## config.mk

```make
export PLATFORM = sky130hd
export DESIGN_NAME = substitution_key_table_unit
export DESIGN_NICKNAME = d
export VERILOG_FILES = /design/src/rtl/skt_pkg.sv /design/src/rtl/substitution_key_table_unit.sv /design/src/rtl/skt_front.sv /design/src/rtl/skt_queue.sv /design/src/rtl/skt_back.sv
export SDC_FILE = /design/constraint.sdc
export NUM_CORES = 1
export LEC_CHECK = 0
export BUFFER_PORTS_ARGS = -buffer_cell sky130_fd_sc_hd__buf_2
export CORE_ASPECT_RATIO = 0.75
export CORE_MARGIN = 1.5
export CORE_UTILIZATION = 28
export CTS_BUF_LIST = sky130_fd_sc_hd__clkbuf_4 sky130_fd_sc_hd__clkbuf_8
export CTS_CLUSTER_SIZE = 16
export DETAILED_ROUTE_END_ITERATION = 6
export MAX_ROUTING_LAYER = met4
export PLACE_DENSITY = 0.41
export SLEW_MARGIN = 20
export SYNTH_ARGS = -nofsm -noshare
export SYNTH_HDL_FRONTEND = slang
export SYNTH_SLANG_ARGS = --single-unit
```

## constraint.sdc

```tcl
create_clock -name clk -period 6.4 [get_ports clk]
set_input_delay 0 -clock clk [delete_from_list [all_inputs] [get_ports clk]]
set_output_delay 0 -clock clk [all_outputs]
set_load 0.05 [all_outputs]
```

## src/rtl/skt_pkg.sv

```systemverilog
`default_nettype none

package skt_pkg;

    localparam int unsigned LETTERS  = 26;
    localparam int unsigned IDX_W    = 5;
    localparam int unsigned BYTE_W   = 8;
    localparam int unsigned OPCODE_W = 2;
    localparam int unsigned STATUS_W = 3;

    localparam logic [BYTE_W-1:0] CHAR_LO_A = 8'h61;  // 'a'
    localparam logic [BYTE_W-1:0] CHAR_LO_Z = 8'h7A;  // 'z'
    localparam logic [BYTE_W-1:0] CHAR_UP_A = 8'h41;  // 'A'
    localparam logic [BYTE_W-1:0] CHAR_UP_Z = 8'h5A;  // 'Z'
    localparam logic [BYTE_W-1:0] CHAR_DOT  = 8'h2E;  // '.'
    localparam logic [BYTE_W-1:0] CHAR_SPC  = 8'h20;  // ' '

    typedef enum logic [OPCODE_W-1:0] {
        OP_ASSIGN    = 2'd0,
        OP_TRANSLATE = 2'd1,
        OP_CLEAR_ALL = 2'd2,
        OP_UNUSED    = 2'd3
    } opcode_t;

    typedef enum logic [STATUS_W-1:0] {
        ST_TRANSLATED    = 3'd0,
        ST_MAPPED        = 3'd1,
        ST_ENTRY_CLEARED = 3'd2,
        ST_TABLE_CLEARED = 3'd3,
        ST_NOT_LETTER    = 3'd4,
        ST_LETTER_USED   = 3'd5
    } status_t;

    // work classes handed from the front to the back
    typedef enum logic [2:0] {
        K_MAP,
        K_CLEAR_ENTRY,
        K_TRANSLATE,
        K_BLANK,
        K_CLEAR_TABLE,
        K_REJECT
    } kind_t;

    typedef struct packed {
        kind_t            kind;
        logic [IDX_W-1:0] cipher_idx;
        logic [IDX_W-1:0] plain_idx;
    } work_t;

    localparam int unsigned QDEPTH = 2;
    localparam int unsigned QPTR_W = $clog2(QDEPTH);
    localparam int unsigned QCNT_W = $clog2(QDEPTH + 1);

    function automatic logic is_lower(input logic [BYTE_W-1:0] b);
        return (b >= CHAR_LO_A) && (b <= CHAR_LO_Z);
    endfunction

    function automatic logic is_upper(input logic [BYTE_W-1:0] b);
        return (b >= CHAR_UP_A) && (b <= CHAR_UP_Z);
    endfunction

    // letter index with case folding; only meaningful for letters
    function automatic logic [IDX_W-1:0] letter_idx(input logic [BYTE_W-1:0] b);
        logic [BYTE_W-1:0] d;
        d = is_upper(b) ? (b - CHAR_UP_A) : (b - CHAR_LO_A);
        return d[IDX_W-1:0];
    endfunction

endpackage

`default_nettype wire

```

## src/rtl/substitution_key_table_unit.sv

```systemverilog
`default_nettype none

// Key table for a monoalphabetic substitution solver: 26 entries mapping each
// cipher letter to a guessed plain letter. Every input transfer yields exactly
// one result transfer, in order. Input tuser is the opcode (assign/clear pair,
// translate, clear table); results carry the translated byte in tdata and the
// status code in tuser. Throughput is one transfer per clock while results are
// accepted; a result passes through the two-entry work queue and then the
// table stage register. While a result waits the table stage stalls and the
// work queue still takes up to two more transfers before input backs up.
// Reset leaves every entry unassigned at once.
module substitution_key_table_unit
(
    input  wire logic        clk,
    input  wire logic        rst_n,
    input  wire logic        s_axis_tvalid,
    output logic             s_axis_tready,
    input  wire logic [15:0] s_axis_tdata,   // [7:0] first_byte, [15:8] second_byte
    input  wire logic [1:0]  s_axis_tuser,   // [1:0] opcode
    output logic             m_axis_tvalid,
    input  wire logic        m_axis_tready,
    output logic [7:0]       m_axis_tdata,   // [7:0] result_char
    output logic [2:0]       m_axis_tuser    // [2:0] status
);
    import skt_pkg::*;

    work_t   front_work;
    work_t   q_work;
    logic    q_valid;
    logic    q_ready;
    status_t status;

    skt_front u_front
    (
        .opcode      (opcode_t'(s_axis_tuser)),
        .first_byte  (s_axis_tdata[7:0]),
        .second_byte (s_axis_tdata[15:8]),
        .work        (front_work)
    );

    skt_queue u_queue
    (
        .clk       (clk),
        .rst_n     (rst_n),
        .in_valid  (s_axis_tvalid),
        .in_ready  (s_axis_tready),
        .in_work   (front_work),
        .out_valid (q_valid),
        .out_ready (q_ready),
        .out_work  (q_work)
    );

    skt_back u_back
    (
        .clk        (clk),
        .rst_n      (rst_n),
        .in_valid   (q_valid),
        .in_ready   (q_ready),
        .in_work    (q_work),
        .out_valid  (m_axis_tvalid),
        .out_ready  (m_axis_tready),
        .out_char   (m_axis_tdata),
        .out_status (status)
    );

    assign m_axis_tuser = status;

endmodule

`default_nettype wire

```

## src/rtl/skt_front.sv

```systemverilog
`default_nettype none

module skt_front
(
    input  wire skt_pkg::opcode_t           opcode,
    input  wire logic [skt_pkg::BYTE_W-1:0] first_byte,
    input  wire logic [skt_pkg::BYTE_W-1:0] second_byte,
    output skt_pkg::work_t                  work
);
    import skt_pkg::*;

    logic first_letter;
    logic second_letter;
    logic [IDX_W-1:0] ci;
    logic [IDX_W-1:0] pi;

    assign first_letter  = is_lower(first_byte) || is_upper(first_byte);
    assign second_letter = is_lower(second_byte) || is_upper(second_byte);
    assign ci = letter_idx(first_byte);
    assign pi = letter_idx(second_byte);

    always_comb
    begin
        work.cipher_idx = ci;
        work.plain_idx  = pi;
        unique case (opcode)
            OP_ASSIGN:
            begin
                if (!first_letter || !second_letter)
                    work.kind = K_REJECT;
                else if (ci == pi)
                    work.kind = K_CLEAR_ENTRY;
                else
                    work.kind = K_MAP;
            end
            // translate does not fold case
            OP_TRANSLATE: work.kind = is_lower(first_byte) ? K_TRANSLATE : K_BLANK;
            OP_CLEAR_ALL: work.kind = K_CLEAR_TABLE;
            default:      work.kind = K_REJECT;
        endcase
    end

endmodule

`default_nettype wire

```

## src/rtl/skt_queue.sv

```systemverilog
`default_nettype none

module skt_queue
(
    input  wire logic           clk,
    input  wire logic           rst_n,
    input  wire logic           in_valid,
    output logic                in_ready,
    input  wire skt_pkg::work_t in_work,
    output logic                out_valid,
    input  wire logic           out_ready,
    output skt_pkg::work_t      out_work
);
    import skt_pkg::*;

    work_t              q_reg [QDEPTH];
    logic [QPTR_W-1:0]  wr_ptr_reg;
    logic [QPTR_W-1:0]  rd_ptr_reg;
    logic [QCNT_W-1:0]  cnt_reg;
    logic               push;
    logic               pop;

    assign in_ready  = (cnt_reg != QCNT_W'(QDEPTH));
    assign out_valid = (cnt_reg != '0);
    assign push      = in_valid && in_ready;
    assign pop       = out_valid && out_ready;
    assign out_work  = q_reg[rd_ptr_reg];

    always_ff @(posedge clk)
    begin
        if (push)
            q_reg[wr_ptr_reg] <= in_work;
    end

    always_ff @(posedge clk or negedge rst_n)
    begin
        if (!rst_n)
        begin
            wr_ptr_reg <= '0;
            rd_ptr_reg <= '0;
            cnt_reg    <= '0;
        end
        else
        begin
            if (push)
                wr_ptr_reg <= (wr_ptr_reg == QPTR_W'(QDEPTH - 1)) ? '0 : wr_ptr_reg + 1'b1;
            if (pop)
                rd_ptr_reg <= (rd_ptr_reg == QPTR_W'(QDEPTH - 1)) ? '0 : rd_ptr_reg + 1'b1;
            if (push && !pop)
                cnt_reg <= cnt_reg + 1'b1;
            else if (pop && !push)
                cnt_reg <= cnt_reg - 1'b1;
        end
    end

endmodule

`default_nettype wire

```

## src/rtl/skt_back.sv

```systemverilog
`default_nettype none

module skt_back
(
    input  wire logic                       clk,
    input  wire logic                       rst_n,
    input  wire logic                       in_valid,
    output logic                            in_ready,
    input  wire skt_pkg::work_t             in_work,
    output logic                            out_valid,
    input  wire logic                       out_ready,
    output logic [skt_pkg::BYTE_W-1:0]      out_char,
    output skt_pkg::status_t                out_status
);
    import skt_pkg::*;

    logic [LETTERS-1:0] key_vld_reg;
    logic [IDX_W-1:0]   key_idx_reg [LETTERS];
    logic               out_valid_reg;
    logic [BYTE_W-1:0]  out_char_reg;
    status_t            out_status_reg;

    logic               take;
    logic               used;
    logic [BYTE_W-1:0]  char_next;
    status_t            status_next;

    assign in_ready   = !out_valid_reg || out_ready;
    assign take       = in_valid && in_ready;
    assign out_valid  = out_valid_reg;
    assign out_char   = out_char_reg;
    assign out_status = out_status_reg;

    // target letter already held by some entry (the same entry included)
    always_comb
    begin
        used = 1'b0;
        for (int k = 0; k < LETTERS; k++)
            if (key_vld_reg[k] && (key_idx_reg[k] == in_work.plain_idx))
                used = 1'b1;
    end

    always_comb
    begin
        char_next   = '0;
        status_next = ST_NOT_LETTER;
        case (in_work.kind)
            K_MAP:         status_next = used ? ST_LETTER_USED : ST_MAPPED;
            K_CLEAR_ENTRY: status_next = ST_ENTRY_CLEARED;
            K_TRANSLATE:
            begin
                status_next = ST_TRANSLATED;
                char_next   = key_vld_reg[in_work.cipher_idx]
                            ? CHAR_LO_A + BYTE_W'(key_idx_reg[in_work.cipher_idx])
                            : CHAR_DOT;
            end
            K_BLANK:
            begin
                status_next = ST_TRANSLATED;
                char_next   = CHAR_SPC;
            end
            K_CLEAR_TABLE: status_next = ST_TABLE_CLEARED;
            default:       status_next = ST_NOT_LETTER;
        endcase
    end

    always_ff @(posedge clk)
    begin
        if (take && (in_work.kind == K_MAP) && !used)
            key_idx_reg[in_work.cipher_idx] <= in_work.plain_idx;
        if (take)
        begin
            out_char_reg   <= char_next;
            out_status_reg <= status_next;
        end
    end

    always_ff @(posedge clk or negedge rst_n)
    begin
        if (!rst_n)
        begin
            key_vld_reg   <= '0;
            out_valid_reg <= 1'b0;
        end
        else
        begin
            if (take)
            begin
                case (in_work.kind)
                    K_MAP:         if (!used) key_vld_reg[in_work.cipher_idx] <= 1'b1;
                    K_CLEAR_ENTRY: key_vld_reg[in_work.cipher_idx] <= 1'b0;
                    K_CLEAR_TABLE: key_vld_reg <= '0;
                    default:       ;
                endcase
            end
            if (take)
                out_valid_reg <= 1'b1;
            else if (out_ready)
                out_valid_reg <= 1'b0;
        end
    end

endmodule

`default_nettype wire

```

After elaboration in Yosys (flattened, before gate mapping) --
Memory sizes are Yosys's and may differ from the RTL's. Cells that the tools add are included.
Cells by class: add/subtract/negate cells 9, order comparisons 10, equality and inequality tests 35, muxes and demuxes 52, bitwise operators 3, reductions and logical operators 55
Operators by type and width (count):
- $eq A5 B5 Y1 | 27
- $pmux W26 S3 | 1
- $mux W1 | 38
- $logic_and A1 B1 Y1 | 37
- $ge A8 B7 Y1 const B | 4
- $le A8 B7 Y1 const B | 4
- $and A26 B26 Y26 | 1
- $mux W26 | 1
- $not A26 Y26 | 1
- $or A26 B26 Y26 | 1
- $sub A5 B1 Y5 const B | 4
- $pmux W8 S2 | 1
- $pmux W3 S4 | 1
- $mux W5 | 2
- $pmux W3 S3 | 1
- $add A7 B5 Y8 const A | 1
- $mux W8 | 1
- $eq A3 B2 Y1 const B | 2
- $logic_not A1 Y1 | 6
- $lt A5 B6 Y1 const B | 1
- $mux W3 | 2
- $reduce_bool A2 Y1 | 3
- $bmux W1 S5 | 1
- $demux W1 S5 | 1
- 16 further kinds | 22
Word-level totals: bits in registers 42, RAM bits 156, bits of input ports 22, output and inout port bits 13, word-level logic and storage cells 173, memories kept 2
Memories:
- u_back.key_idx_reg | depth 26, width 5, rd ports 27, clocked after Yosys merged registers in 0, wr ports 1, RTL line skt_back.sv:18 | logic [IDX_W-1:0] key_idx_reg [LETTERS];
- u_queue.q_reg | depth 2, width 13, rd ports 1, clocked after Yosys merged registers in 0, wr ports 1, RTL line skt_queue.sv:16 | work_t q_reg [QDEPTH];

Logic depth before layout (Yosys ltp) --
An unclocked memory read counts as a cell.
word-level depth 33, mapped depth 12, mapped depth without buffers 9

Hierarchy --
A second synthesis with hierarchy kept.
Unflattened totals: cells, all modules 873, area, all modules 11842.6 um^2
Modules (own cells, without submodules):
- skt_back | times used 1, cells an instance 759, area each 10281.1 um^2, seq. area each 5810.6 um^2
- skt_queue | times used 1, cells an instance 58, area each 1144.8 um^2, seq. area each 880.8 um^2
- skt_front | times used 1, cells an instance 56, area each 416.6 um^2, seq. area each 0.0 um^2

Worst setup path before layout --
OpenSTA, ideal clock, no wires.
path type flip-flop to flip-flop, start register u_queue.rd_ptr_reg, end memory u_back.key_idx_reg[28][0], enable pin, library setup time 0.381 ns, arrival 2.637 ns, data required time 6.019 ns, slack 3.382 ns, stages on the path, launching flop included 12, path buffers 4, period minus slack after synthesis 3.018 ns, path through dfrtp_1 buf_6 buf_6 mux2i_1 buf_4 buf_2 xor2_1 nand2_1 o22ai_1 nor4_4 nand4_1 nor4_1
On the way: longest elaborated chain between the ends 33, elaborated cells on any way between the ends 85, those cells by class eq/ne (26); mux (28); reduce/logical (30); memory (1)
RTL lines:
- from (decl) | RTL line skt_queue.sv:18 | logic [QPTR_W-1:0] rd_ptr_reg;
- from (signal assigned) | RTL line skt_queue.sv:48 | rd_ptr_reg <= (rd_ptr_reg == QPTR_W'(QDEPTH - 1)) ? '0 : rd_ptr_reg + 1'b1;
- $mem_v2 Z2 W13 (*)
- $eq A5 B5 Y1 | RTL line skt_back.sv:39 | if (key_vld_reg[k] && (key_idx_reg[k] == in_work.plain_idx))
- $logic_and A1 B1 Y1 | RTL line skt_back.sv:39
- $mux W1 (26 in series) | RTL line skt_back.sv:39
- $logic_not A1 Y1 | RTL line skt_back.sv:69 | if (take && (in_work.kind == K_MAP) && !used)
- $logic_and A1 B1 Y1 | RTL line skt_back.sv:69
- $mux W1 | RTL line skt_back.sv:69
- $mux W1 (implied by the code) | RTL line skt_back.sv:70 | key_idx_reg[in_work.cipher_idx] <= in_work.plain_idx;
- to (decl) | RTL line skt_back.sv:18
Mark *: on every way between the ends. The rest lies on a longest branch, timed or not.

Worst setup path after layout --
start register u_queue.rd_ptr_reg, end memory u_back.key_idx_reg[20][3], enable pin
Same word-level chain as after synthesis.

==> results.toml <==
[clock_network]
clockBufferDepth = 3
cts-root-buf = "clkbuf_8"
tritoncts = "yes"
ctsResizeCount = 0
h-tree-depth = 2
cts_setup_buffers = 0
clk_latency_ps = 570
numCtsBuffers = 38
clk_pin_slew_ps = 70
cts.sinks = 228

[synthesis]
synth_nets = 949
synth.distinct_cells = 64
ys_ff_latch = 228
synth_top_area_share_pct = 50.1
synth_area_per_cell_um2 = 12.8
yosysWarnings = 0
syn_inst = 919
ys_top_cells_by_area = "edfxtp_1 50%, xor2_1 9.9%, dfrtp_1 6.6%"
async_flop_share_pct = 13.6
synth_area_leader_cell = "edfxtp_1"
ys_seq_area_share_pct = 56.7
synth_edf_count = 197
ys.flop_type = "edfxtp_1"
synth_area_um2 = 11800

[placement]
gp_congestion = 0.850
dpl_cell_area_um2 = 12600
dp_hpwl_um = 27100
dp_cells = 1490
dp_slack_ps = 1600
port_buffers = 34

[setup_path]
crit_required_ps = 6590
start_kind = "register"
worst_path_most_repeated_cell = "nand4_1"
critical_path_class = "reg2reg"
crit_path_max_fanout = 17
arrival_ps = 5080
cp-startpoint = "u_queue.rd_ptr_reg"
cp_cell_sequence = "mux2i_4 > buf_4 > xor2_1 > nand4_1 > o22ai_1 > nor4_4 > nand4_1 > nor2_1"
slowest_stage = "nand4_1"
critPathCaptureType = "register"
regToRegStartpoint = "u_queue.rd_ptr_reg"
slowest_delay_ps = 950

[timing]
setup_ws_ps = 1510
fin_setup_tns_ps = 0
finalSetupViolCount = 0
clock_skew_ps = 34.6
slew_headroom_pct = 24.7
timing.final.crit_share_pct = 76.4
max_freq_mhz = 205
fin_crit_ps = 4890
hold_viol_final = 0
slew_violations = 0
tightest_slew_ps = 1130
rsz0062_at_grt = "no"

[floorplanning]
ios = 35
die-area_um2 = 43400
core_area_um2 = 41200
dieWidth_um = 240
start_util_pct = 28.7
die_y_um = 181
rows = 64

[routing]
wire_per_inst_um = 25.1
drc = 2
avgViaCountPerCell = 5.11
first_pass_iters = 7
vias = 8074
drt_iter0_markers = 721
final_antenna_net_count = 0
wl_um = 39700

[outcome]
failed_checks = "design-rule violations"
status = "finished with violations"

[hold_path]
hp-class = "in2reg"
hold_start = "s_axis_tdata[15]"

[layout]
area_delta_synth_final_pct = 15.4
largest_reg_flops = 160
fin_area_um2 = 13600
utilization_pct = 33.1
final_cell_mix = "197 x edfxtp_1, 134 x xor2_1, 64 x o21ai_0"
final_common_cell = "edfxtp_1"
layout-drive-gt1-share_pct = 15.9
fin_nets = 1023
final_cells = 1581

[grt]
globalRouteOverflowTotal = 0
grt_pass1_wl_um = 57600
grt_usage_pct = 18.9
grt_pass1_vias = 8079
antenna_found_initial = 1
grt_max_degree = 41

[pwr]
ir_worst_vdd_mv = 0.143
power_density_nw_per_um2 = 414
cellLeakagePower_uw = 0.00482

[flow_run]
drv_cap = 0
## cells in the mapped netlist, types with 4 or more instances
cell type and instances:
nor3b_1 6, buf_6 13, mux2_2 8, nor3_1 8
nor2_1 49, o21ai_0 64, edfxtp_1 197, nand4_1 30
xnor2_1 14, buf_2 9, or2_2 6, clkbuf_1 11
buf_4 15, a21oi_1 37, mux2i_1 63, mux4_1 5
dfrtp_1 31, nand3_1 10, o22ai_1 24, ha_1 8
o22a_1 5, inv_1 16, mux4_2 10, nor4_1 13
o21a_1 4, nand2_1 48, o21ai_1 8, xor2_1 134
a22oi_1 9, nand2b_1 9
## worst max-delay path, delay by kind of cell, from the launching register on
family,cells,cell delay [ps]
muxes,1,910
buffers and inverters,1,380
xor gates and xnor gates,1,100
AOI/OAI and AO/OA,1,170
and+or+nand+nor,4,2230
DFF,1,700
## cell type report
| cell class | count | area (µm²) |
|---|---|---|
| fill | 4102 | 27500 |
| timing repair buffer | 84 | 631 |
| multi-input combinational | 625 | 4790 |
| clock buffer | 49 | 618 |
| sequential | 228 | 6690 |
| tap | 561 | 702 |
| antenna | 1 | 2.50 |
| clock inverter | 17 | 131 |
| inverter | 16 | 60.1 |
## power by group
part | leakage (µW) | internal [µW] | switching [µW]
Combinational | 0.00222 | 724 | 1610
Clock | 0.000392 | 713 | 615
Sequential | 0.00221 | 1890 | 94.7
## metrics by stage
stage	hold slack, ps	power (µW)
detailed placement	171	4310
CTS	4.36	5670
floorplan	-296	3530
global placement	171	4340
global route	90.6	5890
finish	49.3	5650
## routing by layer
layer / vias up / global-route usage (%) / share of wire (%)
met1: 4117 / 28.8 / 51
met3: 47 / 4.26 / 7.2
met4: 0 / 4.38 / 1.5
met2: 296 / 25.0 / 41
li1: 3614 / - / -
met5: - / - / 0
## kinds of logic after synthesis
group	count (synthesis)	share of synthesized area, %
muxes	88	9.51
adders and majority gates	8	0.848
and+or+nand+nor	205	9.47
xor gates and xnor gates	148	11.0
AOI/OAI and AO/OA	176	9.02
buffers and inverters	66	3.50
DFF	228	56.7
## path summary, 6_finish.rpt
check / end / slack, ps / cells past startpoint
max: u_back.key_idx_reg[20][3] / 1510 / 8
min: u_queue.q_reg[0][12] / 50 / 5
min reg2reg: u_queue.wr_ptr_reg / 490 / 1
max reg2reg: u_back.key_idx_reg[20][3] / 1510 / 8
min in group asynchronous: u_back.key_vld_reg[18] / 120 / 2
max in group asynchronous: u_back.key_vld_reg[22] / 5690 / 2
## repair_timing
| action | 4_1_cts | 5_1_grt |
|---|---|---|
| hold buffers | 24 | 0 |
| setup endpoints to repair | 0 | 0 |
| endpoints found under the hold margin | 56 | 0 |
(Power assumes the default switching activity.)
